===== config.mk =====
export PLATFORM = sky130hd
export DESIGN_NAME = length_prefixed_deframer_flat
export DESIGN_NICKNAME = d
export VERILOG_FILES = /design/src/lpd_pkg.sv /design/src/lpd_if.sv /design/src/lpd_cfg.sv /design/src/lpd_in_stage.sv /design/src/lpd_parser.sv /design/src/lpd_out_stage.sv /design/src/length_prefixed_deframer.sv /design/src/flat_wrapper.sv
export VERILOG_INCLUDE_DIRS = /design/src /design/src/src
export SDC_FILE = /design/constraint.sdc
export NUM_CORES = 1
export LEC_CHECK = 0
export BUFFER_PORTS_ARGS = -buffer_cell sky130_fd_sc_hd__buf_2
export CAP_MARGIN = 20
export CORE_ASPECT_RATIO = 0.6
export CORE_MARGIN = 3
export CORE_UTILIZATION = 55
export CTS_CLUSTER_DIAMETER = 60
export DETAILED_ROUTE_END_ITERATION = 16
export PLACE_DENSITY = 0.74
export SYNTH_ARGS = -nofsm -noshare
export SYNTH_HDL_FRONTEND = slang
export SYNTH_SLANG_ARGS = --single-unit

===== constraint.sdc =====
create_clock -name clk -period 11.9 [get_ports clk]
set_input_delay 1.19 -clock clk [delete_from_list [all_inputs] [get_ports clk]]
set_output_delay 1.19 -clock clk [all_outputs]
set_load 0.02 [all_outputs]

===== src/length_prefixed_deframer_macros.svh =====
// Assertion macros for the deframer's checking code.
`ifndef LENGTH_PREFIXED_DEFRAMER_MACROS_SVH
`define LENGTH_PREFIXED_DEFRAMER_MACROS_SVH

// Same-cycle implication, sampled on clk and switched off while rst is high.
`define LPD_ASSERT_NOW(label, ante, cons, msg) \
  label: assert property (@(posedge clk) disable iff (rst) (ante) |-> (cons)) \
    else $error(msg);

// Next-cycle implication, sampled on clk and switched off while rst is high.
`define LPD_ASSERT_NEXT(label, ante, cons, msg) \
  label: assert property (@(posedge clk) disable iff (rst) (ante) |=> (cons)) \
    else $error(msg);

`endif


===== src/lpd_pkg.sv =====
// Shared types and constants of the length-prefixed deframer.
package lpd_pkg;

  localparam int BYTE_W          = 8;
  localparam int MAX_FIELD_BYTES = 4;
  localparam int FIELD_W         = 3;
  localparam int TOTAL_W         = 4;
  localparam int PROT_W          = 32;
  localparam int LEN_ACC_W       = 32;
  localparam int FRAME_LEN_W     = 24;
  localparam int CFG_DATA_W      = 24;
  localparam int CFG_IDX_W       = 3;

  typedef logic [CFG_IDX_W-1:0] cfg_idx_t;

  localparam cfg_idx_t REG_PROTOCOL_BYTES  = 3'd0;
  localparam cfg_idx_t REG_LENGTH_BYTES    = 3'd1;
  localparam cfg_idx_t REG_LITTLE_ENDIAN   = 3'd2;
  localparam cfg_idx_t REG_LENGTH_INCL_HDR = 3'd3;
  localparam cfg_idx_t REG_USE_CHECKSUM    = 3'd4;
  localparam cfg_idx_t REG_MAX_FRAME_LEN   = 3'd5;

  localparam logic OP_BYTE    = 1'b0;
  localparam logic OP_RESTART = 1'b1;

  typedef enum logic [1:0] {
    KIND_DATA    = 2'd0,
    KIND_EMPTY   = 2'd1,
    KIND_BAD_LEN = 2'd2
  } kind_t;

  typedef struct packed {
    logic [FIELD_W-1:0]     protocol_bytes;
    logic [FIELD_W-1:0]     length_bytes;
    logic                   little_endian;
    logic                   length_includes_header;
    logic                   use_checksum;
    logic [FRAME_LEN_W-1:0] max_frame_length;
  } cfg_t;

  typedef struct packed {
    logic              op;
    logic [BYTE_W-1:0] rx_byte;
  } item_t;

  typedef struct packed {
    kind_t             out_kind;
    logic [BYTE_W-1:0] data_byte;
    logic [PROT_W-1:0] protocol;
    logic              last;
    logic              checksum_ok;
  } res_t;

endpackage


===== src/lpd_if.sv =====
// Valid/ready channel interfaces for received words and parsed result words.
interface lpd_in_if;
  import lpd_pkg::*;
  logic              valid;
  logic              ready;
  logic              op;
  logic [BYTE_W-1:0] rx_byte;

  modport source (output valid, op, rx_byte, input ready);
  modport sink   (input valid, op, rx_byte, output ready);
endinterface

interface lpd_out_if;
  import lpd_pkg::*;
  logic              valid;
  logic              ready;
  logic [1:0]        out_kind;
  logic [BYTE_W-1:0] data_byte;
  logic [PROT_W-1:0] protocol;
  logic              last;
  logic              checksum_ok;

  modport source (output valid, out_kind, data_byte, protocol, last, checksum_ok, input ready);
  modport sink   (input valid, out_kind, data_byte, protocol, last, checksum_ok, output ready);
endinterface


===== src/lpd_cfg.sv =====
// Configuration register file of the deframer.
module lpd_cfg (
  input  logic               clk,
  input  logic               rst,
  input  logic               cfg_we,
  input  lpd_pkg::cfg_idx_t  cfg_index,
  input  logic [lpd_pkg::CFG_DATA_W-1:0] cfg_data,
  output lpd_pkg::cfg_t      cfg
);
  import lpd_pkg::*;

  always_ff @(posedge clk) begin
    if (rst) begin
      cfg.protocol_bytes         <= FIELD_W'(2);
      cfg.length_bytes           <= FIELD_W'(4);
      cfg.little_endian          <= 1'b0;
      cfg.length_includes_header <= 1'b1;
      cfg.use_checksum           <= 1'b1;
      cfg.max_frame_length       <= FRAME_LEN_W'(65535);
    end else if (cfg_we) begin
      case (cfg_index)
        REG_PROTOCOL_BYTES:  cfg.protocol_bytes         <= cfg_data[FIELD_W-1:0];
        REG_LENGTH_BYTES:    cfg.length_bytes           <= cfg_data[FIELD_W-1:0];
        REG_LITTLE_ENDIAN:   cfg.little_endian          <= cfg_data[0];
        REG_LENGTH_INCL_HDR: cfg.length_includes_header <= cfg_data[0];
        REG_USE_CHECKSUM:    cfg.use_checksum           <= cfg_data[0];
        REG_MAX_FRAME_LEN:   cfg.max_frame_length       <= cfg_data[FRAME_LEN_W-1:0];
        default: begin
        end
      endcase
    end
  end

endmodule


===== src/lpd_in_stage.sv =====
// Input register that holds one received word until the parser takes it.
module lpd_in_stage (
  input  logic           clk,
  input  logic           rst,
  lpd_in_if.sink         rx,
  input  logic           take,
  output logic           in_valid,
  output lpd_pkg::item_t item
);
  import lpd_pkg::*;

  assign rx.ready = !in_valid || take;

  always_ff @(posedge clk) begin
    if (rst) begin
      in_valid <= 1'b0;
    end else if (rx.valid && rx.ready) begin
      in_valid <= 1'b1;
    end else if (take) begin
      in_valid <= 1'b0;
    end
  end

  always_ff @(posedge clk) begin
    if (rx.valid && rx.ready) begin
      item.op      <= rx.op;
      item.rx_byte <= rx.rx_byte;
    end
  end

endmodule


===== src/lpd_parser.sv =====
// Frame parser: header collection, length checks, payload and checksum tracking.
module lpd_parser (
  input  logic           clk,
  input  logic           rst,
  input  lpd_pkg::cfg_t  cfg,
  input  logic           in_valid,
  input  lpd_pkg::item_t item,
  input  logic           out_ready,
  output logic           take,
  output logic           res_valid,
  output lpd_pkg::res_t  res
);
  import lpd_pkg::*;

  typedef enum logic [1:0] {
    PH_HUNT    = 2'b01,
    PH_PAYLOAD = 2'b10
  } phase_t;

  phase_t                  phase, phase_next;
  logic [FIELD_W-1:0]      header_count, header_count_next;
  logic [PROT_W-1:0]       protocol_acc, protocol_acc_next;
  logic [LEN_ACC_W-1:0]    length_acc, length_acc_next;
  logic                    length_high, length_high_next;
  logic [FRAME_LEN_W-1:0]  bytes_left, bytes_left_next;
  logic [BYTE_W-1:0]       xor_acc, xor_acc_next;
  logic [BYTE_W-1:0]       held_byte, held_byte_next;
  logic                    held_valid, held_valid_next;

  logic [FIELD_W-1:0]      pw, lw, len_pos;
  logic [TOTAL_W-1:0]      total, count_inc;
  logic                    first, in_prot, in_len, hdr_done;
  logic [PROT_W-1:0]       prot_base, prot_new;
  logic [LEN_ACC_W-1:0]    len_base, len_new;
  logic                    high_new, len_over, len_small;
  logic [FRAME_LEN_W-1:0]  rem;
  logic                    rem_zero, more_left;
  logic [BYTE_W-1:0]       b;

  assign take = in_valid && out_ready;
  assign b    = item.rx_byte;

  // Field widths with out-of-range settings clamped.
  assign pw = (cfg.protocol_bytes > FIELD_W'(MAX_FIELD_BYTES)) ?
              FIELD_W'(MAX_FIELD_BYTES) : cfg.protocol_bytes;
  assign lw = (cfg.length_bytes == '0) ? FIELD_W'(1) :
              (cfg.length_bytes > FIELD_W'(MAX_FIELD_BYTES)) ?
              FIELD_W'(MAX_FIELD_BYTES) : cfg.length_bytes;
  assign total     = {1'b0, pw} + {1'b0, lw};
  assign count_inc = {1'b0, header_count} + TOTAL_W'(1);
  assign hdr_done  = (count_inc >= total);

  assign first   = (header_count == '0);
  assign in_prot = (header_count < pw);
  assign len_pos = header_count - pw;
  assign in_len  = !in_prot && (len_pos < lw);

  assign prot_base = first ? '0 : protocol_acc;
  assign len_base  = first ? '0 : length_acc;

  always_comb begin
    prot_new = prot_base;
    len_new  = len_base;
    high_new = first ? 1'b0 : length_high;
    if (in_prot) begin
      if (cfg.little_endian) begin
        prot_new = prot_base | (PROT_W'(b) << {header_count[1:0], 3'b000});
      end else begin
        prot_new = {prot_base[PROT_W-BYTE_W-1:0], b};
      end
    end else if (in_len) begin
      if (cfg.little_endian) begin
        len_new = len_base | (LEN_ACC_W'(b) << {len_pos[1:0], 3'b000});
      end else begin
        // Bits shifted out the top still make the length too large.
        len_new  = {len_base[LEN_ACC_W-BYTE_W-1:0], b};
        high_new = high_new || (len_base[LEN_ACC_W-1:LEN_ACC_W-BYTE_W] != '0);
      end
    end
  end

  assign len_over  = high_new ||
                     (len_new > {{(LEN_ACC_W-FRAME_LEN_W){1'b0}}, cfg.max_frame_length});
  assign len_small = cfg.length_includes_header && (len_new < LEN_ACC_W'(total));
  assign rem       = cfg.length_includes_header ?
                     len_new[FRAME_LEN_W-1:0] - FRAME_LEN_W'(total) :
                     len_new[FRAME_LEN_W-1:0];
  assign rem_zero  = (rem == '0);
  assign more_left = (bytes_left > FRAME_LEN_W'(1));

  always_comb begin
    phase_next        = phase;
    header_count_next = header_count;
    protocol_acc_next = protocol_acc;
    length_acc_next   = length_acc;
    length_high_next  = length_high;
    bytes_left_next   = bytes_left;
    xor_acc_next      = xor_acc;
    held_byte_next    = held_byte;
    held_valid_next   = held_valid;
    res_valid         = 1'b0;
    res.out_kind      = KIND_DATA;
    res.data_byte     = '0;
    res.protocol      = protocol_acc;
    res.last          = 1'b0;
    res.checksum_ok   = 1'b0;

    if (take) begin
      if (item.op == OP_RESTART) begin
        phase_next        = PH_HUNT;
        header_count_next = '0;
        bytes_left_next   = '0;
        xor_acc_next      = '0;
        held_valid_next   = 1'b0;
      end else if (phase == PH_PAYLOAD) begin
        if (cfg.use_checksum) begin
          if (more_left) begin
            bytes_left_next = bytes_left - FRAME_LEN_W'(1);
            xor_acc_next    = xor_acc ^ b;
            held_byte_next  = b;
            held_valid_next = 1'b1;
            res_valid       = held_valid;
            res.data_byte   = held_byte;
          end else begin
            // Checksum byte: release the held byte as the last one.
            phase_next      = PH_HUNT;
            bytes_left_next = '0;
            xor_acc_next    = '0;
            held_valid_next = 1'b0;
            res_valid       = 1'b1;
            res.out_kind    = held_valid ? KIND_DATA : KIND_EMPTY;
            res.data_byte   = held_valid ? held_byte : '0;
            res.last        = 1'b1;
            res.checksum_ok = (xor_acc == b);
          end
        end else begin
          held_valid_next = 1'b0;
          res_valid       = 1'b1;
          res.data_byte   = b;
          if (more_left) begin
            bytes_left_next = bytes_left - FRAME_LEN_W'(1);
          end else begin
            phase_next      = PH_HUNT;
            bytes_left_next = '0;
            xor_acc_next    = '0;
            res.last        = 1'b1;
            res.checksum_ok = 1'b1;
          end
        end
      end else begin
        protocol_acc_next = prot_new;
        length_acc_next   = len_new;
        length_high_next  = high_new;
        res.protocol      = prot_new;
        if (!hdr_done) begin
          header_count_next = count_inc[FIELD_W-1:0];
        end else begin
          header_count_next = '0;
          if (len_over || len_small || (cfg.use_checksum && rem_zero)) begin
            res_valid    = 1'b1;
            res.out_kind = KIND_BAD_LEN;
          end else if (rem_zero) begin
            res_valid       = 1'b1;
            res.out_kind    = KIND_EMPTY;
            res.last        = 1'b1;
            res.checksum_ok = 1'b1;
          end else begin
            phase_next      = PH_PAYLOAD;
            bytes_left_next = rem;
            xor_acc_next    = '0;
            held_valid_next = 1'b0;
          end
        end
      end
    end
  end

  always_ff @(posedge clk) begin
    if (rst) begin
      phase        <= PH_HUNT;
      header_count <= '0;
      bytes_left   <= '0;
      xor_acc      <= '0;
      held_valid   <= 1'b0;
    end else begin
      phase        <= phase_next;
      header_count <= header_count_next;
      bytes_left   <= bytes_left_next;
      xor_acc      <= xor_acc_next;
      held_valid   <= held_valid_next;
    end
  end

  always_ff @(posedge clk) begin
    protocol_acc <= protocol_acc_next;
    length_acc   <= length_acc_next;
    length_high  <= length_high_next;
    held_byte    <= held_byte_next;
  end

endmodule


===== src/lpd_out_stage.sv =====
// Result register that decouples the parser from a stalling receiver.
module lpd_out_stage (
  input  logic          clk,
  input  logic          rst,
  input  logic          res_valid,
  input  lpd_pkg::res_t res,
  output logic          out_ready,
  lpd_out_if.source     tx
);
  import lpd_pkg::*;

  res_t held;

  assign out_ready = !tx.valid || tx.ready;

  always_ff @(posedge clk) begin
    if (rst) begin
      tx.valid <= 1'b0;
    end else if (out_ready) begin
      tx.valid <= res_valid;
    end
  end

  always_ff @(posedge clk) begin
    if (out_ready && res_valid) begin
      held <= res;
    end
  end

  assign tx.out_kind    = held.out_kind;
  assign tx.data_byte   = held.data_byte;
  assign tx.protocol    = held.protocol;
  assign tx.last        = held.last;
  assign tx.checksum_ok = held.checksum_ok;

endmodule


===== src/length_prefixed_deframer.sv =====
// Top level of the length-prefixed deframer with XOR checksum check.
//
// The rx channel carries one word per handshake: op selects a received byte
// or a link restart, which drops any partial header or frame. The tx channel
// carries parsed result words: payload bytes tagged with the frame's protocol,
// an empty-frame marker, or a bad-length error. The last payload word of a
// frame has last set and checksum_ok tells whether the trailing XOR matched.
// With the checksum enabled, each payload byte leaves one received word late,
// since it is only known to be payload once the next byte arrives.
//
// Throughput is one word per cycle while tx does not stall. A word is
// registered in the input register at acceptance and parsed from there into
// the result register, which drives tx.
// When tx stalls, the result register holds and the input register fills;
// rx.ready then drops until the receiver takes the waiting result.
//
// Reset (rst, synchronous) empties both registers, puts the parser into
// header hunt and loads the configuration defaults. The configuration port
// is a plain write port: cfg_we with cfg_index and cfg_data, no read-back.
module length_prefixed_deframer (
  input  logic                           clk,
  input  logic                           rst,
  input  logic                           cfg_we,
  input  lpd_pkg::cfg_idx_t              cfg_index,
  input  logic [lpd_pkg::CFG_DATA_W-1:0] cfg_data,
  lpd_in_if.sink                         rx,
  lpd_out_if.source                      tx
);
  import lpd_pkg::*;

`include "length_prefixed_deframer_macros.svh"

  cfg_t  cfg;
  item_t in_item;
  logic  in_valid;
  logic  take;
  logic  out_ready;
  logic  res_valid;
  res_t  res;

  // Live configuration; every word is parsed with the current values.
  lpd_cfg u_cfg (
    .clk       (clk),
    .rst       (rst),
    .cfg_we    (cfg_we),
    .cfg_index (cfg_index),
    .cfg_data  (cfg_data),
    .cfg       (cfg)
  );

  // Input register: refills in the same cycle that the parser takes its word.
  lpd_in_stage u_in (
    .clk      (clk),
    .rst      (rst),
    .rx       (rx),
    .take     (take),
    .in_valid (in_valid),
    .item     (in_item)
  );

  // The parser advances only when the result register can take its output,
  // so no result is ever dropped.
  lpd_parser u_parser (
    .clk       (clk),
    .rst       (rst),
    .cfg       (cfg),
    .in_valid  (in_valid),
    .item      (in_item),
    .out_ready (out_ready),
    .take      (take),
    .res_valid (res_valid),
    .res       (res)
  );

  lpd_out_stage u_out (
    .clk       (clk),
    .rst       (rst),
    .res_valid (res_valid),
    .res       (res),
    .out_ready (out_ready),
    .tx        (tx)
  );

  `LPD_ASSERT_NOW(a_result_needs_word, res_valid, (in_valid && out_ready), "result without a word taken")
  `LPD_ASSERT_NEXT(a_result_reaches_tx, res_valid, tx.valid, "parsed result did not reach tx")
  `LPD_ASSERT_NOW(a_restart_silent, (take && in_item.op == OP_RESTART), !res_valid, "restart produced a result")
  `LPD_ASSERT_NOW(a_error_shape, (res_valid && res.out_kind == KIND_BAD_LEN), (!res.last && !res.checksum_ok && res.data_byte == '0), "malformed error result")

endmodule

===== src/flat_wrapper.sv =====
// flat-port wrapper written by rule: the top's interface ports become plain ports
module length_prefixed_deframer_flat import lpd_pkg::*;
  (clk, rst, cfg_we, cfg_index, cfg_data, rx_valid, rx_op, rx_rx_byte, rx_ready, tx_valid, tx_out_kind, tx_data_byte, tx_protocol, tx_last, tx_checksum_ok, tx_ready);
  lpd_in_if rx_i ();
  lpd_out_if tx_i ();
  input  logic clk;
  input  logic rst;
  input  logic cfg_we;
  input  lpd_pkg::cfg_idx_t cfg_index;
  input  logic [lpd_pkg::CFG_DATA_W-1:0] cfg_data;
  input wire logic [$bits(rx_i.valid)-1:0] rx_valid;
  input wire logic [$bits(rx_i.op)-1:0] rx_op;
  input wire logic [$bits(rx_i.rx_byte)-1:0] rx_rx_byte;
  output wire logic [$bits(rx_i.ready)-1:0] rx_ready;
  output wire logic [$bits(tx_i.valid)-1:0] tx_valid;
  output wire logic [$bits(tx_i.out_kind)-1:0] tx_out_kind;
  output wire logic [$bits(tx_i.data_byte)-1:0] tx_data_byte;
  output wire logic [$bits(tx_i.protocol)-1:0] tx_protocol;
  output wire logic [$bits(tx_i.last)-1:0] tx_last;
  output wire logic [$bits(tx_i.checksum_ok)-1:0] tx_checksum_ok;
  input wire logic [$bits(tx_i.ready)-1:0] tx_ready;
  assign rx_i.valid = rx_valid;
  assign rx_i.op = rx_op;
  assign rx_i.rx_byte = rx_rx_byte;
  assign rx_ready = rx_i.ready;
  assign tx_valid = tx_i.valid;
  assign tx_out_kind = tx_i.out_kind;
  assign tx_data_byte = tx_i.data_byte;
  assign tx_protocol = tx_i.protocol;
  assign tx_last = tx_i.last;
  assign tx_checksum_ok = tx_i.checksum_ok;
  assign tx_i.ready = tx_ready;
  length_prefixed_deframer u_core (.clk(clk), .rst(rst), .cfg_we(cfg_we), .cfg_index(cfg_index), .cfg_data(cfg_data), .rx(rx_i), .tx(tx_i));
endmodule

; ---- Yosys cells after proc, flatten, opt, wreduce, memory -nomap -nowiden
; Index checks and enable logic that the tools add are counted.
[word_totals]
output_inout_bits = 46
regBits = 199
wordCells = 169
in_bits = 41
[op_classes]
eq_ne = 12
n_reduce_logical = 37
n_bitwise = 6
n_shift = 2
n_addsub = 5
mux = 75
n_lt_le_gt_ge = 8
[ops]
columns = operator, count
row1 = $mux 32, 8
row2 = $mux 24, 7
row3 = $mux 8, 11
row4 = $mux 34, 2
row5 = $or 32x32->32, 2
row6 = $shl 8x5->32, 2
row7 = $mux 2, 17
row8 = $gt 32x24->1, 1
row9 = $lt 32x4->1, 1
row10 = $gt 24x1->1 const B, 1
row11 = $logic_not 24->1, 1
row12 = $mux 1, 24
row13 = $sub 24x1->24 const B, 1
row14 = $sub 24x4->24, 1
row15 = $mux 3, 6
row16 = $reduce_and 2->1, 8
row17 = $reduce_and 5->1, 3
row18 = $logic_not 3->1, 3
row19 = $eq 8x8->1, 1
row20 = $reduce_bool 8->1, 1
row21 = $xor 8x8->8, 1
row22 = $eq 3x2->1 const B, 2
row23 = $eq 3x3->1 const B, 2
row24 = $gt 3x3->1 const B, 2
row25 = 21 further kinds, 37

; ---- Longest topological paths before layout
; Gate-level depths: netlist of the first run.
[logic_depth]
depth_word = 19
depth_mapped = 27
mapped_depth_nobuf = 23

; ---- Cells and area by module
; A second synthesis of the first run with hierarchy kept.
[hier_totals]
cells_unflattened = 1411
hier_area_um2 = 12857.3
[by_module_without_submodules]
columns = module, cells_each, area_per_inst_um2, seq_area_each_um2, n_inst
row1 = lpd_parser, 1206, 9750.6, 2952.8, 1
row2 = lpd_cfg, 142, 1405.1, 660.6, 1
row3 = lpd_out_stage, 49, 1376.3, 1341.3, 1
row4 = lpd_in_stage, 14, 325.3, 290.3, 1

; ---- Worst setup path after synthesis of the first run
; No wires, ideal clock.
[synth_timing]
path_type = reg-to-reg
from = register u_core.u_parser.header_count[0]
to = register u_core.u_out.held (netlist bit u_core.u_out.tx.checksum_ok) (enable)
stages_incl_launch_ff = 22
path_slack_ps = 5283
t_required_ps = 11441
arrival_ps = 6158
path_buffers = 2
setup_ps = 459
synth_period_minus_slack_ps = 6617
path_cell_list = dfxtp_1 > inv_1 > ha_1 > fa_1 > inv_1 > ha_1 > o41a_1 > buf_2 > nor2_1 > buf_4 > a2bb2oi_1 > inv_1 > ha_1 > a211o_1 > a21o_1 > a211o_1 > nor3_2 > o2111ai_1 > mux2_2 > a21o_1 > o21ai_0 > o2bb2ai_1
[synth_via]
elab_chain_len = 17
elab_cells_between_ends = 37
cone_classes = add/sub (3) / order compare (5) / shift (1) / mux (15) / bitwise (1) / reduce/logical (12)
[synth_rtl]
columns = item, line_no
row1 = "start, declared", lpd_parser.sv:21  ; logic [FIELD_W-1:0] header_count, header_count_next;
row2 = "start signal, assigned", lpd_parser.sv:187  ; header_count <= header_count_next;
row3 = $sub 3x3->3 or $logic_not 3->1 (tied branches), "lpd_parser.sv:55, lpd_parser.sv:53"
row4 = $shl 8x5->32 or $mux 32 (tied branches), "lpd_parser.sv:73, lpd_parser.sv:59"
row5 = $or 32x32->32, lpd_parser.sv:73  ; len_new = len_base | (LEN_ACC_W'(b) << {len_pos[1:0], 3'b000});
row6 = $mux 32, lpd_parser.sv:72  ; if (cfg.little_endian) begin
row7 = $mux 32, lpd_parser.sv:71  ; end else if (in_len) begin
row8 = $mux 32 *, lpd_parser.sv:65  ; if (in_prot) begin
row9 = named net u_core.u_parser.len_new[3], lpd_parser.sv:34  ; logic [LEN_ACC_W-1:0] len_base, len_new;
row10 = $sub 24x4->24, lpd_parser.sv:86  ; len_new[FRAME_LEN_W-1:0] - FRAME_LEN_W'(total) :
row11 = [2 not listed], --
row12 = $logic_and 1x1->1, lpd_parser.sv:159  ; if (len_over || len_small || (cfg.use_checksum && rem_zero)) begin
row13 = $logic_or 1x1->1, lpd_parser.sv:159
row14 = $mux 1 *, lpd_parser.sv:159
row15 = $mux 1 *, lpd_parser.sv:155  ; if (!hdr_done) begin
row16 = $mux 1 *, lpd_parser.sv:115  ; end else if (phase == PH_PAYLOAD) begin
row17 = $mux 1 *, lpd_parser.sv:109  ; if (item.op == OP_RESTART) begin
row18 = $mux 1 *, lpd_parser.sv:108  ; if (take) begin
row19 = $logic_and 1x1->1 *, lpd_out_stage.sv:25  ; if (out_ready && res_valid) begin
row20 = "end signal, assigned", lpd_out_stage.sv:26  ; held <= res;
row21 = "end, declared", lpd_out_stage.sv:12  ; res_t held;
; Mark *: on every way through the listed nets, which the timed path passes. The rest lies on a longest branch.
; A chain may end at the register's enable or synchronous reset.

; ---- Worst setup path in the final report of the first run
[layout_timing]
from = register u_core.u_parser.header_count[0]
to = register u_core.u_parser.bytes_left[4]
[layout_via]
elab_chain_len = 13
elab_cells_between_ends = 39
cone_classes = add/sub (3) / order compare (5) / eq/ne (2) / shift (1) / mux (14) / bitwise (1) / reduce/logical (13)
[layout_rtl]
columns = item, line_no
row1 = $sub 3x3->3 or $logic_not 3->1 (tied branches), "lpd_parser.sv:55, lpd_parser.sv:53"
row2 = $shl 8x5->32 or $mux 32 (tied branches), "lpd_parser.sv:73, lpd_parser.sv:59"
row3 = $or 32x32->32, lpd_parser.sv:73
row4 = $mux 32, lpd_parser.sv:72
row5 = $mux 32, lpd_parser.sv:71
row6 = $mux 32 *, lpd_parser.sv:65
row7 = named net u_core.u_parser.len_new[3], lpd_parser.sv:34
row8 = $sub 24x4->24, lpd_parser.sv:86
row9 = $mux 24, lpd_parser.sv:85  ; assign rem = cfg.length_includes_header ?
row10 = $logic_not 24->1 or $mux 24 (tied branches), "lpd_parser.sv:88, lpd_parser.sv:162"
row11 = $logic_and 1x1->1 or $mux 24 (tied branches), lpd_parser.sv:159
row12 = $logic_or 1x1->1 or $mux 24 (tied branches), "lpd_parser.sv:159, lpd_parser.sv:155"
row13 = $ne 3x2->1 (no source line) or $mux 24 (tied branches), --
row14 = $reduce_and 4->1 (no source line) or $mux 24 (tied branches), --
row15 = "end signal, assigned", lpd_parser.sv:188  ; bytes_left <= bytes_left_next;
row16 = "end, declared", lpd_parser.sv:25  ; logic [FRAME_LEN_W-1:0] bytes_left, bytes_left_next;
; Mark *: on every way through the listed nets, which the timed path passes. The rest lies on a longest branch. The select of a mux whose other input is x is not followed.

==> results.tsv, run 1 <==
stage	metric	value	unit
cells_and_area	final non-filler cell total	1651	
yosys	post-synthesis simple-gate area fraction	16.2	%
yosys	xor/xnor share of the synthesized area	1.94	%
yosys	Synth async-reset ratio	0	%
route	DRC	0	
critical_path	worst reg2reg startpoint	u_core.u_parser.header_count[0]	
timing	f_max	135	MHz
yosys	top_reg_cell synth	edfxtp_1	
yosys	post-synthesis cell area	12200	um^2
critical_path	R2R setup slack	4.48	ns
cells_and_area	commonest non-fill, non-tap cells in the layout	nand2_1, a21oi_1, edfxtp_1, nor2_1, buf_2	
place	GP Congestion	0.949	
yosys	post-synthesis compound-gate area fraction	27.9	%
critical_path	critical path arrival	7.82	ns
global_routing	number of global-route vias before repair	9928	
yosys	post-synth cell types	90	
timing	endpoints failing setup	0	
run_status	status	finished, final reports clean	
timing	setup TNS	0	ns
place	Post-Place Cells	1618	
timing	Period minus WS final	7.42	ns
clocking	TritonCTS clock tree	built	
clocking	Max Root-Sink Buffers	2	
yosys	Adder-Cell Fraction of Synth Area	4.91	%
floorplanning	initial core utilization	56.9	%
cells_and_area	Fillers	1855	
timing	RSZ-0062 raised after global routing	false	
yosys	Post-synth EDFFs	126	
clocking	htree depth	4	
timing	Slew @ Worst Pin	1.10	ns
clocking	cts bufs inserted	17	
route	drt wl/cell	22.8	um
cells_and_area	Final nets	1445	
floorplanning	die height	121	um
yosys	Synthesized Nets	1400	
hold_path	worst hold stages	2	
job	max-cap violation count	0	
timing	max_slew headroom	27.0	%
route	TritonRoute pass-1 iters	5	
clocking	CTS resizes	0	
timing	Layout Skew	0.0180	ns
critical_path	worst endpoint required time	12.29	ns
critical_path	worst r2r path cells	21	
route	Total Wirelength	37600	um
floorplanning	FP Rows	41	
global_routing	GRT Residual Overflow	0	
yosys	synthesized instance count	1313	
route	detailed-route via count	11100	
yosys	Synth Warn #	0	
timing	Tcrit/Tclk final	62.4	%
place	hpwl dp	26200	um
critical_path	Crit. End Element	flip-flop	
critical_path	worst r2r dst	u_core.u_parser.bytes_left[4]	
critical_path	CP max FO	29	
yosys	main combinational cell family by area after synthesis	compound AO/OA/AOI/OAI gates	
critical_path	CP startpoint kind	flip-flop	
hold_path	hold endpoint	u_core.u_cfg.cfg[18]	
global_routing	largest net degree at the start of global routing	68	
power	total power	1.71	mW
global_routing	overall track demand over capacity in global routing	31.3	%
yosys	#FFs+latches synth	199	
cells_and_area	most common cell after layout, fill and taps aside	nand2_1	
power	VDD IR-drop max	0.0000924	V
place	# port buffers	86	
route	DR iter-0 viols	1779	
floorplanning	Ports	87	
global_routing	initial antenna violation count	1	
floorplanning	area of the die	24000	um^2
clocking	Clock Pin Slew Worst Setup and Hold Paths	0.08	ns
timing	final-report max-slew violation count	0	
hold_path	worst hold path type	reg -> reg	
clocking	CTS Hold Bufs	0	
clocking	Sink Count	199	
cells_and_area	synthesis-to-layout area growth	10.2	%
cells_and_area	layout cells sized above 1	13.2	%
power	P_leak	5.45	nW
power	PD cells	128	nW/um^2
clocking	Root Buffer	clkbuf_16	
critical_path	WS Path Type	reg -> reg	
yosys	syn avg cell area	9.27	um^2
clocking	post-CTS setup buffers	0	
hold_path	Hold Startpoint	u_core.u_cfg.cfg[18]	
floorplanning	die width	198	um
global_routing	first-pass GRT wire length	57800	um
clocking	Clk Latency, worst-skew pair	0.45	ns
critical_path	Crit. Startpoint	u_core.u_parser.header_count[0]	
route	ANT nets after route	0	
yosys	mux cell area share after synthesis	1.16	%
timing	Final Hold Vio Count	0	
route	Vias/cell	6.73	
yosys	Seq/Total Area, Yosys	43.1	%
floorplanning	Core Area	21400	um^2
## worst max-delay path, cell delays in order, from the launching register on
cell       delay (ns)
dfxtp_1          0.47
inv_1            0.15
ha_1             0.26
fa_1             0.62
inv_1            0.08
ha_1             0.25
o41a_1           0.60
nor2_1           0.80
a2bb2oi_1        0.33
inv_1            0.12
ha_1             0.36
a211o_1          0.29
a21o_1           0.19
a211o_1          0.37
nor3_2           0.35
nand4_1          0.19
xnor2_1          0.30
a21o_1           0.17
o21ai_2          0.06
buf_4            0.24
o21ai_2          0.87
a32o_1           0.29
## synth_stat cells, drive strengths merged (14+ instances only)
library cell | count | share of area (%)
a21oi | 132 | 5.5
o22ai | 33 | 1.7
clkbuf | 61 | 1.9
a22o | 31 | 2.2
xor2 | 15 | 1.1
a32o | 20 | 1.6
nand2 | 146 | 4.5
nor3 | 58 | 2.5
dfxtp | 73 | 12
o21ai | 42 | 1.8
a22oi | 14 | 0.86
buf | 21 | 1.1
inv | 60 | 1.8
nand2b | 15 | 0.77
o211ai | 24 | 1.5
edfxtp | 126 | 31
a21o | 50 | 3.1
a211o | 16 | 1.2
nor2 | 94 | 2.9
nand3 | 22 | 0.90
ha | 43 | 4.4
## per-stage QoR
stage | util [%] | instance area, um^2 | worst slack (ns) | hold slack (ns)
5_1_grt | 62.7 | 13400 | 4.06 | 0.479
3_3_place_gp | 59.9 | 12800 | 4.91 | 0.448
6_report | 62.7 | 13400 | 4.48 | 0.458
2_1_floorplan | - | 12200 | 5.28 | 0.424
4_1_cts | 62.7 | 13400 | 4.65 | 0.460
3_5_place_dp | 59.9 | 12800 | 4.65 | 0.450
## where the power goes
part	switching, mW	internal [mW]	total [mW]
clock network	0.281	0.317	0.598
registers	0.0256	0.753	0.778
logic	0.222	0.116	0.338
## cell families (layout without fill, tap and decap cells)
family,Yosys count,in the layout
compound gates,470,470
xor+xnor,27,27
fa+ha+maj,46,46
buf+inv,143,201
flops,199,199
mux,14,14
other cells,0,1
simple gates,414,414
## layer usage
metal / track usage [%] / share of wire, % / wire length [um]
met1: 49.8 / 45 / 16900
met2: 39.2 / 38 / 14400
met3: 11.6 / 16 / 5880
met4: 6.71 / 1.1 / 421
met5: 0 / 0 / 0
## flip-flops by register name, summed over array words and instances (netlist names), 2 cells and up
name,flops
u_core.u_cfg.cfg,33
u_core.u_out.tx.protocol,32
u_core.u_parser.length_acc,32
u_core.u_parser.protocol_acc,32
u_core.u_parser.bytes_left,24
u_core.u_in.item,9
u_core.u_out.tx.data_byte,8
u_core.u_parser.held_byte,8
u_core.u_parser.xor_acc,8
u_core.u_parser.header_count,3
u_core.u_out.tx.out_kind,2
u_core.u_parser.phase,2
## worst max-delay path by stage
stage | slack, ns | end | cells past startpoint
3_5_place_dp | 4.65 | u_core.u_out.tx.protocol[2] | 20
2_1_floorplan | 5.28 | u_core.u_out.tx.checksum_ok | 21
6_report | 4.48 | u_core.u_parser.bytes_left[4] | 21
3_3_place_gp | 4.91 | u_core.u_out.tx.protocol[2] | 20
5_1_grt | 4.06 | u_core.u_parser.bytes_left[4] | 21
4_1_cts | 4.65 | u_core.u_out.tx.protocol[7] | 20
## cell type report
type	instances	area (um^2)	area share, %
Antenna cell	1	2.50	0.0187
Sequential cell	199	5250	39.1
Multi-Input combinational cell	971	6400	47.7
Timing Repair Buffer	108	596	4.44
Inverter	61	229	1.71
Clock inverter	13	160	1.19
Clock buffer	19	433	3.23
Tap cell	279	349	2.60
Power figures use the tool's default switching activity.
==> run 2: changes to the inputs <==
Clock period 11.9 ns to 6.9 ns, I/O delays scaled along.
==> run 2 against run 1 <==
Against the previous run: core utilization rose by 0.80 points; non-clock buffer count increased by 14; combinational power rose by 75%; sequential share of layout area down 0.49 points; fmax increased by 14%; critical path type unchanged.
==> results.tsv, run 2 (same netlist as run 1, synthesis figures left out) <==
stage	metric	value	unit	change
power	PD cells	220	nW/um^2	+72%
route	DR iter-0 viols	1540		-13%
cells_and_area	Largest register FFs	33		unchanged
timing	Period minus WS final	6.52	ns	-0.899 ns
timing	Slew @ Worst Pin	1.08	ns	-0.0178 ns
timing	worst hold margin	0.405	ns	-0.0531 ns
clocking	TritonCTS clock tree	built		
cells_and_area	layout cells sized above 1	14.3	%	+1.1 points
job	max-cap violation count	0		unchanged
global_routing	largest net degree at the start of global routing	58		-15%
floorplanning	initial core utilization	56.9	%	unchanged
cells_and_area	ANT cells	0		-1
timing	final-report max-slew violation count	0		unchanged
power	P_leak	5.55	nW	+1.8%
clocking	Root Buffer	clkbuf_16		
cells_and_area	Reg with most FFs	u_core.u_cfg.cfg		
hold_path	worst hold path type	in -> reg		
critical_path	CP max FO	17		-41%
timing	Final Hold Vio Count	0		unchanged
place	# port buffers	86		unchanged
clocking	CTS Hold Bufs	0		unchanged
route	drt wl/cell	22.8	um	+0.11%
global_routing	number of global-route vias before repair	9967		+0.39%
clocking	cts bufs inserted	17		unchanged
critical_path	critical path arrival	6.87	ns	-0.95 ns
floorplanning	area of the die	24000	um^2	unchanged
critical_path	CP startpoint kind	flip-flop		
clocking	htree depth	4		unchanged
route	detailed-route via count	11100		-0.23%
global_routing	first-pass GRT wire length	58200	um	+0.85%
timing	endpoints failing setup	0		unchanged
timing	Tcrit/Tclk final	94.6	%	+32 points
place	GP Congestion	1.01		+5.9%
global_routing	overall track demand over capacity in global routing	31.7	%	+0.42 points
cells_and_area	most common cell after layout, fill and taps aside	nand2_1		
floorplanning	Core Area	21400	um^2	unchanged
route	TritonRoute pass-1 iters	6		+1
critical_path	WS Path Type	reg -> reg		
run_status	status	finished, final reports clean		
clocking	Clk Latency, worst-skew pair	0.45	ns	about the same
clocking	Sink Count	199		unchanged
floorplanning	Ports	87		unchanged
cells_and_area	commonest non-fill, non-tap cells in the layout	nand2_1, a21oi_1, edfxtp_1, nor2_1, buf_2		
timing	max_slew headroom	28.1	%	+1.2 points
floorplanning	die height	121	um	unchanged
timing	RSZ-0062 raised after global routing	false		
timing	f_max	153	MHz	+14%
floorplanning	FP Rows	41		unchanged
power	VDD IR-drop max	0.000167	V	+80%
route	DRC	0		unchanged
floorplanning	die width	198	um	unchanged
timing	setup TNS	0	ns	unchanged
timing	Layout Skew	0.0157	ns	-0.00232 ns
global_routing	initial antenna violation count	2		+1
clocking	Max Root-Sink Buffers	2		unchanged
critical_path	worst endpoint required time	7.25	ns	-5.04 ns
global_routing	GRT Residual Overflow	0		unchanged
cells_and_area	synthesis-to-layout area growth	11.6	%	
cells_and_area	Final nets	1459		+0.97%
route	Total Wirelength	37900	um	+0.90%
clocking	Clock Pin Slew Worst Setup and Hold Paths	0.08	ns	about the same
place	hpwl dp	26800	um	+2.3%
critical_path	Crit. End Element	flip-flop		
route	ANT nets after route	0		unchanged
route	Vias/cell	6.66		-1.0%
## run 2: cell count changes in the layout (fill, tap and decap cells not counted), sizes merged
cell | previous run | this run
clkbuf | 19 | 18
clkinv | 5 | 6
buf | 108 | 122
diode | 1 | 0
## run 2: layout make-up
type / instances / area, um^2
Fill cell: 1831 / 7810
Clock buffer: 18 / 429
Multi-Input combinational cell: 971 / 6410
Timing Repair Buffer: 122 / 733
Inverter: 61 / 229
Sequential cell: 199 / 5250
Tap cell: 279 / 349
Clock inverter: 14 / 186
## run 2: worst max-delay path, stage by stage (launching register included)
cell	delay, ns
dfxtp_1	0.48
inv_1	0.15
ha_1	0.26
fa_1	0.39
xnor2_1	0.14
ha_1	0.26
a21oi_1	0.84
and2_1	0.47
a22oi_1	0.12
a21oi_1	0.16
buf_4	0.18
ha_1	0.25
a21o_1	0.17
a21o_1	0.17
a21oi_1	0.15
o211ai_1	0.15
a211oi_1	0.40
a31oi_1	0.11
a21o_1	0.27
nor3_2	0.29
o21ai_4	0.17
buf_4	0.24
a221o_1	0.36
a32o_1	0.26
## run 2: metal layers
layer	GRT usage, %	part of all wire (%)	vias to the layer above	wire [um]
met4	6.49	1.1	4	431
met5	0	0.047	-	18
met2	40.8	38	720	14400
li1	-	-	5096	-
met1	48.4	45	5221	17200
met3	14.0	16	44	5890
## run 2: path summary, 6_finish.rpt
path	slack [ns]	depth (start not counted)	from	to
worst max-delay path	0.38	23	u_core.u_parser.header_count[0]	u_core.u_parser.bytes_left[5]
worst min-delay path	0.40	1	rx_rx_byte[6]	u_core.u_in.item[6]
worst max register to register	0.38	23	u_core.u_parser.header_count[0]	u_core.u_parser.bytes_left[5]
worst min register to register	0.46	2	u_core.u_cfg.cfg[23]	u_core.u_cfg.cfg[23]
## run 2: metrics by stage
stage / instances / utilization [%] / cell area (um^2) / setup WS [ns] / power, mW
6_report: 1664 / 63.5 / 13600 / 0.375 / 2.99
3_3_place_gp: 1628 / 60.3 / 12900 / 0.469 / 1.91
4_1_cts: 1660 / 63.2 / 13500 / 0.174 / 2.96
2_1_floorplan: 1313 / - / 12200 / 0.283 / 1.75
3_5_place_dp: 1628 / 60.3 / 12900 / 0.237 / 1.92
5_1_grt: 1664 / 63.5 / 13600 / 0.0394 / 3.09
## run 2: where the power goes
group / internal, mW / total, mW / switching (mW)
logic: 0.208 / 0.591 / 0.383
registers: 1.30 / 1.34 / 0.0449
clock network: 0.552 / 1.05 / 0.500
## run 2: timing repair
action / in CTS / in global routing
endpoints found under the setup margin: 0 / 75
buffers inserted: 0 / 3
gates resized for setup: 0 / 4
